**src/hw/rtl/gbn_pkg.sv**
```systemverilog
// ----------------------------------------------------------------------------
// gbn_pkg
// Shared types and constants for the Go-Back-N sender window.
// ----------------------------------------------------------------------------
`default_nettype none

package gbn_pkg;

    localparam int WINDOW_DEF = 4;

    localparam logic [1:0] OP_SEND    = 2'd0;
    localparam logic [1:0] OP_ACK     = 2'd1;
    localparam logic [1:0] OP_TIMEOUT = 2'd2;

    localparam logic [1:0] TMR_NONE    = 2'd0;
    localparam logic [1:0] TMR_START   = 2'd1;
    localparam logic [1:0] TMR_STOP    = 2'd2;
    localparam logic [1:0] TMR_RESTART = 2'd3;

    typedef struct packed {
        logic [1:0]  op;
        logic [31:0] payload;
        logic [15:0] ack_number;
        logic        ack_check_ok;
    } req_t;

    typedef struct packed {
        logic        accepted;
        logic        pkt_valid;
        logic [15:0] pkt_seq;
        logic [31:0] pkt_payload;
        logic        last;
        logic [1:0]  timer_cmd;
        logic [15:0] timer_seq;
        logic        window_full;
        logic [6:0]  window_count;
    } rsp_t;

endpackage

`default_nettype wire

```
**src/hw/rtl/gbn_buf.sv**
```systemverilog
// ----------------------------------------------------------------------------
// gbn_buf
// Payload store of the window: one write port, one read port, registered read.
// ----------------------------------------------------------------------------
`default_nettype none

module gbn_buf #(
    parameter int DEPTH  = gbn_pkg::WINDOW_DEF,
    parameter int ADDR_W = 2
) (
    input  wire logic              clk,
    input  wire logic              wr_en,
    input  wire logic [ADDR_W-1:0] wr_addr,
    input  wire logic [31:0]       wr_data,
    input  wire logic              rd_en,
    input  wire logic [ADDR_W-1:0] rd_addr,
    output logic      [31:0]       rd_data
);

    logic [31:0] mem [DEPTH];

    always_ff @(posedge clk)
    begin
        if (wr_en)
        begin
            mem[wr_addr] <= wr_data;
        end
    end

    always_ff @(posedge clk)
    begin
        if (rd_en)
        begin
            rd_data <= mem[rd_addr];
        end
    end

endmodule

`default_nettype wire

```
**src/hw/rtl/go_back_n_sender_window.sv**
```systemverilog
// ----------------------------------------------------------------------------
// go_back_n_sender_window
// Send: result registered in the cycle after the beat is taken. Ack: the same.
// Timeout with N held packets: N result beats, the first via the store read
// and output registers, then one per cycle unless the output stalls, paced
// by the single store read port. No new request is taken during a replay.
// Reset sets the sequence numbers to 1 and clears counters and handshakes;
// the store is not cleared and holds garbage until written.
// ----------------------------------------------------------------------------
`default_nettype none

module go_back_n_sender_window #(
    parameter int WINDOW = gbn_pkg::WINDOW_DEF
) (
    input  wire logic          clk,
    input  wire logic          rst_n,
    input  wire logic          req_valid,
    output logic               req_ready,
    input  wire gbn_pkg::req_t req,
    output logic               rsp_valid,
    input  wire logic          rsp_ready,
    output gbn_pkg::rsp_t      rsp
);

    localparam int CNT_W  = $clog2(WINDOW + 1);
    localparam int SLOT_W = (WINDOW > 1) ? $clog2(WINDOW) : 1;
    localparam int SUM_W  = CNT_W + 1;

    localparam logic ST_IDLE   = 1'b0;
    localparam logic ST_REPLAY = 1'b1;

    logic              state_reg, state_next;
    logic [15:0]       base_reg, base_next;
    logic [15:0]       nseq_reg, nseq_next;
    logic [CNT_W-1:0]  held_reg, held_next;
    logic [SLOT_W-1:0] oldest_reg, oldest_next;
    logic [CNT_W-1:0]  ridx_reg, ridx_next;
    logic [SLOT_W-1:0] rslot_reg, rslot_next;
    logic [15:0]       rseq_reg, rseq_next;
    logic              rsp_valid_reg, rsp_valid_next;
    gbn_pkg::rsp_t     rsp_reg, rsp_next;

    logic              out_free;
    logic              take;
    logic              wr_en, rd_en;
    logic [SLOT_W-1:0] wr_addr, rd_addr;
    logic [31:0]       rd_data;
    logic [SUM_W-1:0]  wsum, asum;
    logic [SLOT_W-1:0] wslot, aslot, rslot_inc;
    logic [15:0]       d;
    logic              ack_ok;
    logic [CNT_W-1:0]  num;
    logic [CNT_W-1:0]  held_after_ack;
    logic              rlast;

    assign out_free  = !rsp_valid_reg || rsp_ready;
    assign req_ready = (state_reg == ST_IDLE) && out_free;
    assign take      = req_valid && req_ready;
    assign rsp_valid = rsp_valid_reg;
    assign rsp       = rsp_reg;

    // slot arithmetic modulo WINDOW, sums stay below 2*WINDOW
    assign wsum  = SUM_W'(oldest_reg) + SUM_W'(held_reg);
    assign wslot = (wsum >= SUM_W'(WINDOW)) ? SLOT_W'(wsum - SUM_W'(WINDOW)) : SLOT_W'(wsum);

    assign d      = req.ack_number - base_reg;
    assign ack_ok = (held_reg != '0) && req.ack_check_ok && (d < 16'(held_reg));
    assign num    = CNT_W'(d) + CNT_W'(1);
    assign held_after_ack = held_reg - num;
    assign asum  = SUM_W'(oldest_reg) + SUM_W'(num);
    assign aslot = (asum >= SUM_W'(WINDOW)) ? SLOT_W'(asum - SUM_W'(WINDOW)) : SLOT_W'(asum);

    assign rslot_inc = (rslot_reg == SLOT_W'(WINDOW - 1)) ? '0 : rslot_reg + SLOT_W'(1);
    assign rlast     = (ridx_reg + CNT_W'(1)) == held_reg;

    always_comb
    begin
        state_next     = state_reg;
        base_next      = base_reg;
        nseq_next      = nseq_reg;
        held_next      = held_reg;
        oldest_next    = oldest_reg;
        ridx_next      = ridx_reg;
        rslot_next     = rslot_reg;
        rseq_next      = rseq_reg;
        rsp_valid_next = rsp_valid_reg && !rsp_ready;
        rsp_next       = rsp_reg;
        wr_en          = 1'b0;
        wr_addr        = wslot;
        rd_en          = 1'b0;
        rd_addr        = oldest_reg;

        unique case (state_reg)
            ST_IDLE:
            begin
                if (take)
                begin
                    rsp_next              = '0;
                    rsp_next.last         = 1'b1;
                    rsp_next.window_full  = (held_reg == CNT_W'(WINDOW));
                    rsp_next.window_count = 7'(held_reg);
                    rsp_valid_next        = 1'b1;
                    unique case (req.op)
                        gbn_pkg::OP_SEND:
                        begin
                            if (held_reg != CNT_W'(WINDOW))
                            begin
                                wr_en                 = 1'b1;
                                held_next             = held_reg + CNT_W'(1);
                                nseq_next             = nseq_reg + 16'd1;
                                rsp_next.accepted     = 1'b1;
                                rsp_next.pkt_valid    = 1'b1;
                                rsp_next.pkt_seq      = nseq_reg;
                                rsp_next.pkt_payload  = req.payload;
                                rsp_next.window_full  = (held_next == CNT_W'(WINDOW));
                                rsp_next.window_count = 7'(held_next);
                                if (held_reg == '0)
                                begin
                                    rsp_next.timer_cmd = gbn_pkg::TMR_START;
                                    rsp_next.timer_seq = nseq_reg;
                                end
                            end
                        end
                        gbn_pkg::OP_ACK:
                        begin
                            if (ack_ok)
                            begin
                                base_next             = req.ack_number + 16'd1;
                                held_next             = held_after_ack;
                                oldest_next           = aslot;
                                rsp_next.window_full  = (held_after_ack == CNT_W'(WINDOW));
                                rsp_next.window_count = 7'(held_after_ack);
                                if (held_after_ack == '0)
                                begin
                                    rsp_next.timer_cmd = gbn_pkg::TMR_STOP;
                                    rsp_next.timer_seq = base_reg;
                                end
                                else
                                begin
                                    rsp_next.timer_cmd = gbn_pkg::TMR_RESTART;
                                    rsp_next.timer_seq = base_next;
                                end
                            end
                        end
                        gbn_pkg::OP_TIMEOUT:
                        begin
                            if (held_reg != '0)
                            begin
                                rsp_next       = rsp_reg;
                                rsp_valid_next = 1'b0;
                                rd_en          = 1'b1;
                                rd_addr        = oldest_reg;
                                ridx_next      = '0;
                                rslot_next     = oldest_reg;
                                rseq_next      = base_reg;
                                state_next     = ST_REPLAY;
                            end
                        end
                        default:
                        begin
                        end
                    endcase
                end
            end
            ST_REPLAY:
            begin
                if (out_free)
                begin
                    rsp_next              = '0;
                    rsp_next.pkt_valid    = 1'b1;
                    rsp_next.pkt_seq      = rseq_reg;
                    rsp_next.pkt_payload  = rd_data;
                    rsp_next.last         = rlast;
                    rsp_next.window_full  = (held_reg == CNT_W'(WINDOW));
                    rsp_next.window_count = 7'(held_reg);
                    if (ridx_reg == '0)
                    begin
                        rsp_next.timer_cmd = gbn_pkg::TMR_RESTART;
                        rsp_next.timer_seq = base_reg;
                    end
                    rsp_valid_next = 1'b1;
                    ridx_next      = ridx_reg + CNT_W'(1);
                    rseq_next      = rseq_reg + 16'd1;
                    rslot_next     = rslot_inc;
                    if (rlast)
                    begin
                        state_next = ST_IDLE;
                    end
                    else
                    begin
                        rd_en   = 1'b1;
                        rd_addr = rslot_inc;
                    end
                end
            end
            default:
            begin
                state_next = ST_IDLE;
            end
        endcase
    end

    always_ff @(posedge clk or negedge rst_n)
    begin
        if (!rst_n)
        begin
            state_reg     <= ST_IDLE;
            base_reg      <= 16'd1;
            nseq_reg      <= 16'd1;
            held_reg      <= '0;
            oldest_reg    <= '0;
            ridx_reg      <= '0;
            rslot_reg     <= '0;
            rseq_reg      <= '0;
            rsp_valid_reg <= 1'b0;
        end
        else
        begin
            state_reg     <= state_next;
            base_reg      <= base_next;
            nseq_reg      <= nseq_next;
            held_reg      <= held_next;
            oldest_reg    <= oldest_next;
            ridx_reg      <= ridx_next;
            rslot_reg     <= rslot_next;
            rseq_reg      <= rseq_next;
            rsp_valid_reg <= rsp_valid_next;
        end
    end

    always_ff @(posedge clk)
    begin
        rsp_reg <= rsp_next;
    end

    gbn_buf #(
        .DEPTH  (WINDOW),
        .ADDR_W (SLOT_W)
    ) u_buf (
        .clk     (clk),
        .wr_en   (wr_en),
        .wr_addr (wr_addr),
        .wr_data (req.payload),
        .rd_en   (rd_en),
        .rd_addr (rd_addr),
        .rd_data (rd_data)
    );

endmodule

`default_nettype wire
```
**config.mk**
```make
export PLATFORM = sky130hd
export DESIGN_NAME = go_back_n_sender_window
export DESIGN_NICKNAME = d
export VERILOG_FILES = /design/src/hw/rtl/gbn_pkg.sv /design/src/hw/rtl/gbn_buf.sv /design/src/hw/rtl/go_back_n_sender_window.sv
export SDC_FILE = /design/constraint.sdc
export NUM_CORES = 1
export LEC_CHECK = 0
export BUFFER_PORTS_ARGS = -buffer_cell sky130_fd_sc_hd__buf_2
export CAP_MARGIN = 15
export CORE_ASPECT_RATIO = 1.4
export CORE_MARGIN = 2
export CORE_UTILIZATION = 60
export DETAILED_ROUTE_END_ITERATION = 16
export GPL_ROUTABILITY_DRIVEN = 1
export GPL_TIMING_DRIVEN = 0
export HOLD_SLACK_MARGIN = 0.08
export PLACE_DENSITY = 0.82
export SLEW_MARGIN = 5
export SYNTH_ARGS = -nofsm -noshare
export SYNTH_HDL_FRONTEND = slang
export SYNTH_SLANG_ARGS = --single-unit
```
**constraint.sdc**
```tcl
create_clock -name clk -period 12 [get_ports clk]
set_input_delay 2.4 -clock clk [delete_from_list [all_inputs] [get_ports clk]]
set_output_delay 2.4 -clock clk [all_outputs]
set_load 0.01 [all_outputs]
```
==> flow_metrics.tcl, run 1 <==
set metrics [dict create \
    cp-start-kind "input port" \
    maxSlewHeadroom_pct 38.8 \
    critPathMaxStageDelay_ns 0.49 \
    ant_nets 0 \
    diodes 0 \
    setup_viol 0 \
    crit_end "rsp[9]" \
    synth_fa_ha_area_share_pct 3.12 \
    post_cts_resized 0 \
    worstMarginPinSlew_ns 0.893 \
    grt.total_usage_pct 28.0 \
    regToRegSetupSlack_ns 7.64 \
    cts_buffers 27 \
    crit_arrival_ns 6.18 \
    dp_cells 1553 \
    power_mw 3.47 \
    yosysSeqAreaShare_pct 62.1 \
    layout_commonest_cell "edfxtp_1" \
    synth_top_family_by_area "compound AO/OA/AOI/OAI gates" \
    vdd_drop_max_mv 0.226 \
    slowest_stage "fa_1" \
    period_minus_slack_ns 5.93 \
    first_iter_violations 937 \
    die_h_um 183 \
    vias_per_cell 6.21 \
    worstReg2RegStart "base_reg[0]" \
    status "complete, no violations" \
    syn_avg_cell_area_um2 12.4 \
    drcViolationCount 0 \
    synth_ff_type "edfxtp_1" \
    synth_mux_area_share_pct 3.06 \
    layout_common_cells "edfxtp_1, buf_2, nand2_1, dfrtp_1" \
    cts_setup_buffers 0 \
    grt_pass1_wl_um 52400 \
    die-width_um 132 \
    grt_overflow_total 0 \
    io_pins 134 \
    yosysWarningCount 0 \
    ys_seq_elements 293 \
    async_flop_share_pct 20.5 \
    fin_crit_sh_pct 49.4 \
    clk_path_buf_depth 3 \
    hold_buffers 0 \
    nFillCells 1564 \
    hpwl_um 24200 \
    gp_congestion 0.926 \
    synthXorXnorAreaFrac_pct 2.81 \
    holdWs_ns 0.509 \
    drtPass1Iterations 7 \
    tritoncts "built" \
    skew_ns 0.0131 \
    synthCells 1106 \
    final.setup.tns_ns 0 \
    grt_pass1_vias 9778 \
    wl_met1_um 12300 \
    netlist-cell-type-count 71 \
    cts_sinks 293 \
    crit_path_max_fanout 10 \
    root_buffer "clkbuf_16" \
    die-area_um2 24100 \
    critPathKind "input port to flop" \
    top_layer "met4" \
    drt-total-wl_um 34000 \
    r2r_cells 14 \
    endpoint_kind "flop" \
    crit_required_ns 12.25 \
    max_cap_viol_count 0 \
    dr_wl_met3_um 2320 \
    dr_total_vias 9953 \
    synth-edff-count 233 \
    clock.fmax_mhz 169 \
    clk_pin_slew_ns 0.07 \
    largest_reg_flops 128 \
    syn2layout_area_growth_pct 16.2 \
    port_buffers 128 \
    core_um2 22400 \
    slew_violations 0 \
    wl_met2_um 17700 \
    rsz0062_at_grt "false" \
    h-tree-depth 1 \
    rows 65 \
    hold_violations 0 \
    fin_nets 1369 \
    clk_latency_ns 0.55 \
    min-delay-path-class "flop to flop" \
    syn_area_um2 13700 \
    worstPathCellList "buf_2, inv_1, ha_1, fa_1, inv_1, ha_1, fa_1, xor2_1, xnor2_1, xnor2_1, nand3_1, clkbuf_1, nand4b_1, nor2_1, a222oi_1, o21ai_0" \
    final_cell_count_no_fill 1603 \
    start_util_pct 61.0 \
    drive_gt1_share_pct 17.5 \
    power_density_nw_per_um2 218 \
    p_leak_nw 6.11 \
    r2r-end "rsp[9]" \
    wl_per_cell_um 21.2 \
    synth_compound_area_share_pct 13.8 \
    cp-startpoint "req[1]" \
    grt_max_degree 61 \
    synthSimpleGateAreaFrac_pct 12.2 \
    antenna_found_initial 0 \
]
where the power goes:
part	total [mW]	internal (mW)	switching (mW)
sequential	1.50	1.40	0.101
combinational	1.06	0.396	0.669
clock	0.912	0.534	0.379
total	3.47	2.33	1.15
worst max-delay path, delay by kind of cell:
family	cells	cell delay (ns)
fa+ha+maj	4	1.45
compound gates	2	0.57
simple gates	3	0.44
xor+xnor	3	0.71
buf+inv	4	0.61
final cells by class:
type	instances	area, µm²	share of cell area (%)
Clock buffer	33	708	4.45
Inverter	31	116	0.731
Multi-Input combinational cell	719	4850	30.5
Tap cell	301	377	2.37
Clock inverter	17	240	1.51
Buffer	66	279	1.75
Sequential cell	293	8500	53.4
Timing Repair Buffer	143	845	5.31
metrics by stage:
step	setup slack, ns	utilization, %	cell area [µm²]
floorplan	3.31	-	13700
global placement	0.701	65.6	14700
detailed placement	5.62	66.7	15000
CTS	6.14	70.9	15900
global route	5.89	70.9	15900
finish	6.07	70.9	15900
synth_stat cells, drive strengths merged, types with 15 or more instances:
| cell | n | area [µm²] |
|---|---|---|
| a211oi | 35 | 263 |
| a21oi | 27 | 135 |
| a22o | 47 | 412 |
| a31oi | 37 | 231 |
| and2 | 41 | 257 |
| clkbuf | 52 | 195 |
| dfrtp | 58 | 1450 |
| edfxtp | 233 | 7000 |
| ha | 31 | 388 |
| inv | 31 | 116 |
| mux2 | 16 | 199 |
| mux2i | 22 | 220 |
| nand2 | 112 | 420 |
| nand3 | 40 | 213 |
| nor2 | 49 | 184 |
| nor3 | 17 | 85.1 |
| o21ai | 58 | 290 |
| xnor2 | 29 | 254 |
| xor2 | 15 | 131 |
worst min-delay path by stage:
stage          slack, ns          from  cells past startpoint           end
4_1_cts             0.51  rslot_reg[1]                      2  rslot_reg[1]
3_3_place_gp        0.47  rslot_reg[1]                      2  rslot_reg[1]
2_1_floorplan       0.45  rseq_reg[15]                      1  rseq_reg[15]
3_5_place_dp        0.49  rslot_reg[1]                      2  rslot_reg[1]
5_1_grt             0.51  rslot_reg[1]                      2  rslot_reg[1]
6_report            0.51  rslot_reg[1]                      2  rslot_reg[1]
layer usage:
layer / global-route usage (%) / vias to the layer above
li1: - / 4547
met1: 32.9 / 4852
met2: 50.7 / 455
met3: 3.87 / 99
met4: 13.7 / 0
met5: 0 / -
logic make-up after synthesis:
family,count (synthesis)
buf+inv,97
fa+ha+maj,33
mux,38
flops,293
other cells,1
xor+xnor,44
simple gates,333
compound gates,267
Note: power is estimated with default switching activity, not from simulation.
==> run 2: changes to the inputs <==
--- a/config.mk
+++ b/config.mk
@@ -9,12 +9,12 @@
 export CAP_MARGIN = 15
 export CORE_ASPECT_RATIO = 1.4
 export CORE_MARGIN = 2
-export CORE_UTILIZATION = 60
+export CORE_UTILIZATION = 59
 export DETAILED_ROUTE_END_ITERATION = 16
 export GPL_ROUTABILITY_DRIVEN = 1
 export GPL_TIMING_DRIVEN = 0
 export HOLD_SLACK_MARGIN = 0.08
-export PLACE_DENSITY = 0.82
+export PLACE_DENSITY = 0.81
 export SLEW_MARGIN = 5
 export SYNTH_ARGS = -nofsm -noshare
 export SYNTH_HDL_FRONTEND = slang
==> constraint.sdc (replaced) <==
create_clock -name clk -period 5.86 [get_ports clk]
set_input_delay 1.172 -clock clk [delete_from_list [all_inputs] [get_ports clk]]
set_output_delay 1.172 -clock clk [all_outputs]
set_load 0.01 [all_outputs]
==> flow_metrics.tcl, run 2 (same netlist as run 1, synthesis figures left out) <==
set metrics [dict create \
    status "complete, no violations" \
    start_util_pct 59.4 \
    die_h_um 184 \
    grt_max_degree 61 \
    clk_pin_slew_ns 0.06 \
    layout_common_cells "edfxtp_1, buf_2, nand2_1, dfrtp_1, o21ai_0" \
    grt.total_usage_pct 27.9 \
    dp_cells 1559 \
    gr-usage-met2_pct 50.3 \
    grt_pass1_vias 9789 \
    worstPathCellList "buf_2, inv_1, ha_1, fa_1, inv_1, ha_1, fa_1, xor2_1, xnor2_1, xnor2_1, nand3_1, clkbuf_1, nand4b_1, nor2_1, a222oi_1, o21ai_0" \
    clock.fmax_mhz 213 \
    worstMarginPinSlew_ns 0.985 \
    antenna_found_initial 0 \
    vias_per_cell 6.22 \
    grt-busiest-layer "met2" \
    clk_path_buf_depth 3 \
    gp_congestion 0.950 \
    rows 66 \
    post_cts_resized 0 \
    drive_gt1_share_pct 17.6 \
    drt-total-wl_um 34100 \
    final_cell_count_no_fill 1608 \
    crit_required_ns 6.11 \
    grt_pass1_wl_um 53000 \
    die-area_um2 24500 \
    holdWs_ns 0.523 \
    port_buffers 128 \
    placed_area_um2 15000 \
    first_iter_violations 914 \
    hold_violations 0 \
    fin_nets 1370 \
    drtPass1Iterations 8 \
    grt_util_met1_pct 33.0 \
    slew_violations 0 \
    clk_latency_ns 0.56 \
    grt_use_met3_pct 4.29 \
    cts_buffers 27 \
    root_buffer "clkbuf_16" \
    diodes 0 \
    hpwl_um 24200 \
    vdd_drop_max_mv 0.283 \
    largest_reg_flops 128 \
    dr_total_vias 10000 \
    setup_viol 0 \
    period_minus_slack_ns 4.70 \
    h-tree-depth 1 \
    tritoncts "built" \
    power_density_nw_per_um2 440 \
    cts_setup_buffers 0 \
    max_cap_viol_count 0 \
    io_pins 134 \
    crit_path_max_fanout 10 \
    maxSlewHeadroom_pct 34.3 \
    skew_ns 0.0207 \
    ant_nets 0 \
    path_buf_inv 4 \
    regToRegSetupSlack_ns 1.49 \
    drcViolationCount 0 \
    core_um2 23000 \
    rsz0062_at_grt "false" \
    grt_overflow_total 0 \
    critPathKind "input port to flop" \
    wl_per_cell_um 21.2 \
    crit_arrival_ns 4.95 \
    min-delay-path-class "flop to flop" \
    layout_commonest_cell "edfxtp_1" \
    syn2layout_area_growth_pct 15.7 \
    hold_buffers 0 \
    endpoint_kind "flop" \
    final_area_um2 15800 \
    fin_crit_sh_pct 80.2 \
    cp_top_family "adder cells" \
    critPathMaxStageDelay_ns 0.49 \
    cts_sinks 293 \
    die-width_um 133 \
    slowest_stage "fa_1" \
    cp-start-kind "input port" \
    p_leak_nw 6.07 \
]
## run 2: changes by cell type in the layout (fill, tap and decap cells not counted), sizes merged
cell / previous run / this run
inv: 33 / 34
clkbuf: 85 / 86
clkinvlp: 1 / 3
buf: 157 / 158
clkinv: 9 / 8
bufinv: 5 / 1
## run 2: per-layer routing
metal / vias to the layer above / share of wire, % / wire length [µm]
met5: - / 0 / 0
met4: 0 / 4.5 / 1530
met3: 103 / 7.6 / 2580
met2: 491 / 52 / 17700
met1: 4861 / 36 / 12300
li1: 4547 / - / -
## run 2: worst reg2reg max path, stage by stage, from the launching register on
cell and delay [ns]:
dfstp_2 0.62, ha_1 0.21, fa_1 0.43, inv_1 0.09, ha_1 0.26, fa_1 0.41, xor2_1 0.16, xnor2_1 0.14
xnor2_1 0.39, nand3_1 0.20, clkbuf_1 0.32, nand4b_1 0.19, nor2_1 0.05, a222oi_1 0.37, o21ai_0 0.23
## run 2: worst paths after layout
kind,startpoint,endpoint,depth (start not counted)
setup reg to reg,base_reg[0],rsp[9],14
max in group asynchronous,rst_n,nseq_reg[11],1
setup / recovery,req[1],rsp[9],16
hold reg to reg,rseq_reg[15],rseq_reg[15],1
min in group asynchronous,rst_n,base_reg[6],1
hold / removal,rseq_reg[15],rseq_reg[15],1
## run 2: per-stage QoR
step	setup TNS [ns]	power (mW)	utilization [%]	worst slack [ns]
finish	0	6.98	68.8	1.16
CTS	0	6.98	68.8	1.22
global placement	-238.32	5.14	63.9	-2.18
detailed placement	0	5.25	65.0	0.664
floorplan	0	4.43	-	0.372
global route	0	7.30	68.8	0.986
## run 2: area by class of cell
type / instances / area, µm²
Sequential cell: 293 / 8500
Fill cell: 1643 / 7200
Multi-Input combinational cell: 719 / 4850
Timing Repair Buffer: 144 / 838
Clock buffer: 34 / 742
Tap cell: 306 / 383
Buffer: 66 / 279
Clock inverter: 15 / 130
Inverter: 31 / 116
## run 2: report_power, final
| group | leakage (nW) | switching, mW | total, mW | internal (mW) |
|---|---|---|---|---|
| combinational | 2.72 | 1.37 | 2.18 | 0.811 |
| clock | 0.423 | 0.783 | 1.73 | 0.951 |
| sequential | 2.93 | 0.207 | 3.07 | 2.86 |
==> run 3: changes to the inputs <==
==> constraint.sdc (replaced) <==
create_clock -name clk -period 4.6 [get_ports clk]
set_input_delay 0.92 -clock clk [delete_from_list [all_inputs] [get_ports clk]]
set_output_delay 0.92 -clock clk [all_outputs]
set_load 0.01 [all_outputs]
==> flow_metrics.tcl, run 3 (same netlist as run 1, synthesis figures left out) <==
set metrics [dict create \
    start_util_pct 59.4 \
    rows 66 \
    grt_overflow_total 0 \
    grt_max_degree 61 \
    crit_required_ns 4.84 \
    hpwl_um 24300 \
    die_h_um 184 \
    dr_total_vias 10100 \
    drt-total-wl_um 34200 \
    diodes 0 \
    port_buffers 128 \
    grt.total_usage_pct 27.9 \
    io_pins 134 \
    hold_violations 0 \
    first_iter_violations 903 \
    vdd_drop_max_mv 0.452 \
    worstMarginPinSlew_ns 0.951 \
    ant_nets 0 \
    setup_viol 0 \
    layout_commonest_cell "edfxtp_1" \
    grt_pass1_vias 9888 \
    h-tree-depth 1 \
    rsz0062_at_grt "false" \
    fin_nets 1369 \
    clk_latency_ns 0.56 \
    drive_gt1_share_pct 17.5 \
    dp_cells 1557 \
    max_cap_viol_count 0 \
    cp-start-kind "input port" \
    antenna_found_initial 0 \
    cts_buffers 28 \
    period_minus_slack_ns 4.34 \
    vias_per_cell 6.25 \
    slew_violations 0 \
    die-width_um 133 \
    critPathKind "input port to flop" \
    grt_pass1_wl_um 52900 \
    layout_setup_ws_ns 0.258 \
    power_density_nw_per_um2 564 \
    layout_common_cells "edfxtp_1, buf_2, nand2_1, clkbuf_1, dfrtp_1" \
    clk_path_buf_depth 3 \
    hold_buffers 0 \
    final_cell_count_no_fill 1608 \
    gp_congestion 0.925 \
    cts_setup_buffers 0 \
    drcViolationCount 0 \
    maxSlewHeadroom_pct 36.1 \
    endpoint_kind "flop" \
    fin_crit_sh_pct 94.4 \
    clock.fmax_mhz 230 \
    wl_per_cell_um 21.3 \
    pre_cts_ws_ns -0.364 \
    die-area_um2 24500 \
    slowest_stage "fa_1" \
    tritoncts "built" \
    post_cts_resized 0 \
    worstPathCellList "buf_2, inv_1, ha_1, fa_1, inv_1, ha_1, fa_1, xor2_1, xnor2_1, xnor2_2, nand3_1, clkbuf_1, nand4b_1, nor2_1, a222oi_1, o21ai_0" \
    skew_ns 0.0295 \
    root_buffer "clkbuf_16" \
    min-delay-path-class "input port to async pin" \
    cts_sinks 293 \
    clk_pin_slew_ns 0.07 \
    crit_arrival_ns 4.58 \
    critPathMaxStageDelay_ns 0.49 \
    drtPass1Iterations 7 \
    syn2layout_area_growth_pct 16.0 \
    status "complete, no violations" \
    crit_path_max_fanout 10 \
    p_leak_nw 6.09 \
    core_um2 23000 \
    largest_reg_flops 128 \
]
==> run 3: changes by cell type in the layout (fill, tap and decap cells not counted), moves of 2 or more <==
cell,before,now
clkbuf_1,55,58
clkbuf_8,4,1
buf_4,16,14
buf_6,1,3
bufinv_16,1,3
clkinv_2,4,6
clkinv_8,0,2
clkinvlp_4,3,1
==> run 3: final timing paths <==
check                             start      endpoint  slack (ns)  cells past startpoint
max                              req[1]        rsp[9]        0.26                     16
min                               rst_n   base_reg[5]        0.45                      1
max reg2reg                 base_reg[0]        rsp[9]        0.36                     14
min reg2reg                rslot_reg[1]  rslot_reg[1]        0.49                      2
max in group asynchronous         rst_n  nseq_reg[14]        3.62                      1
min in group clk           rslot_reg[1]  rslot_reg[1]        0.49                      2
==> run 3: metrics by stage <==
step | utilization (%) | total power, mW | hold slack (ns) | cell area (µm²) | setup TNS, ns
after floorplan | - | 5.63 | 0.451 | 13700 | -40.52
after global placement | 64.0 | 6.53 | 0.469 | 14700 | -266.43
after detailed placement | 64.9 | 6.65 | 0.485 | 15000 | -1.42
after CTS | 68.9 | 8.97 | 0.473 | 15900 | 0
after global routing | 68.9 | 9.38 | 0.521 | 15900 | 0
final | 68.9 | 8.96 | 0.453 | 15900 | 0
==> run 3: layout make-up <==
type | count | area (µm²)
clock inverter | 16 | 185
clock buffer | 35 | 737
timing repair buffer | 142 | 821
multi-input combinational | 719 | 4860
inverter | 31 | 116
buffer | 66 | 279
tap | 306 | 383
sequential | 293 | 8500
fill | 1634 | 7160
==> run 3: layer usage <==
layer / track usage, % / vias to the layer above / wire length [µm]
met5: 0 / - / 0
li1: - / 4541 / -
met3: 3.41 / 89 / 2130
met4: 11.7 / 0 / 1300
met1: 33.1 / 4961 / 12700
met2: 51.3 / 464 / 18100
==> run 3: critical path, delay by kind of cell <==
family / cells / cell delay (ns)
adders and majority gates: 4 / 1.44
xor gates and xnor gates: 3 / 0.61
buffers and inverters: 4 / 0.59
AOI/OAI and AO/OA: 2 / 0.60
and+or+nand+nor: 3 / 0.41
==> run 3: where the power goes <==
group / internal, mW / switching [mW]
sequential: 3.65 / 0.267
clock: 1.32 / 0.998
combinational: 1.01 / 1.73
total: 5.97 / 2.99
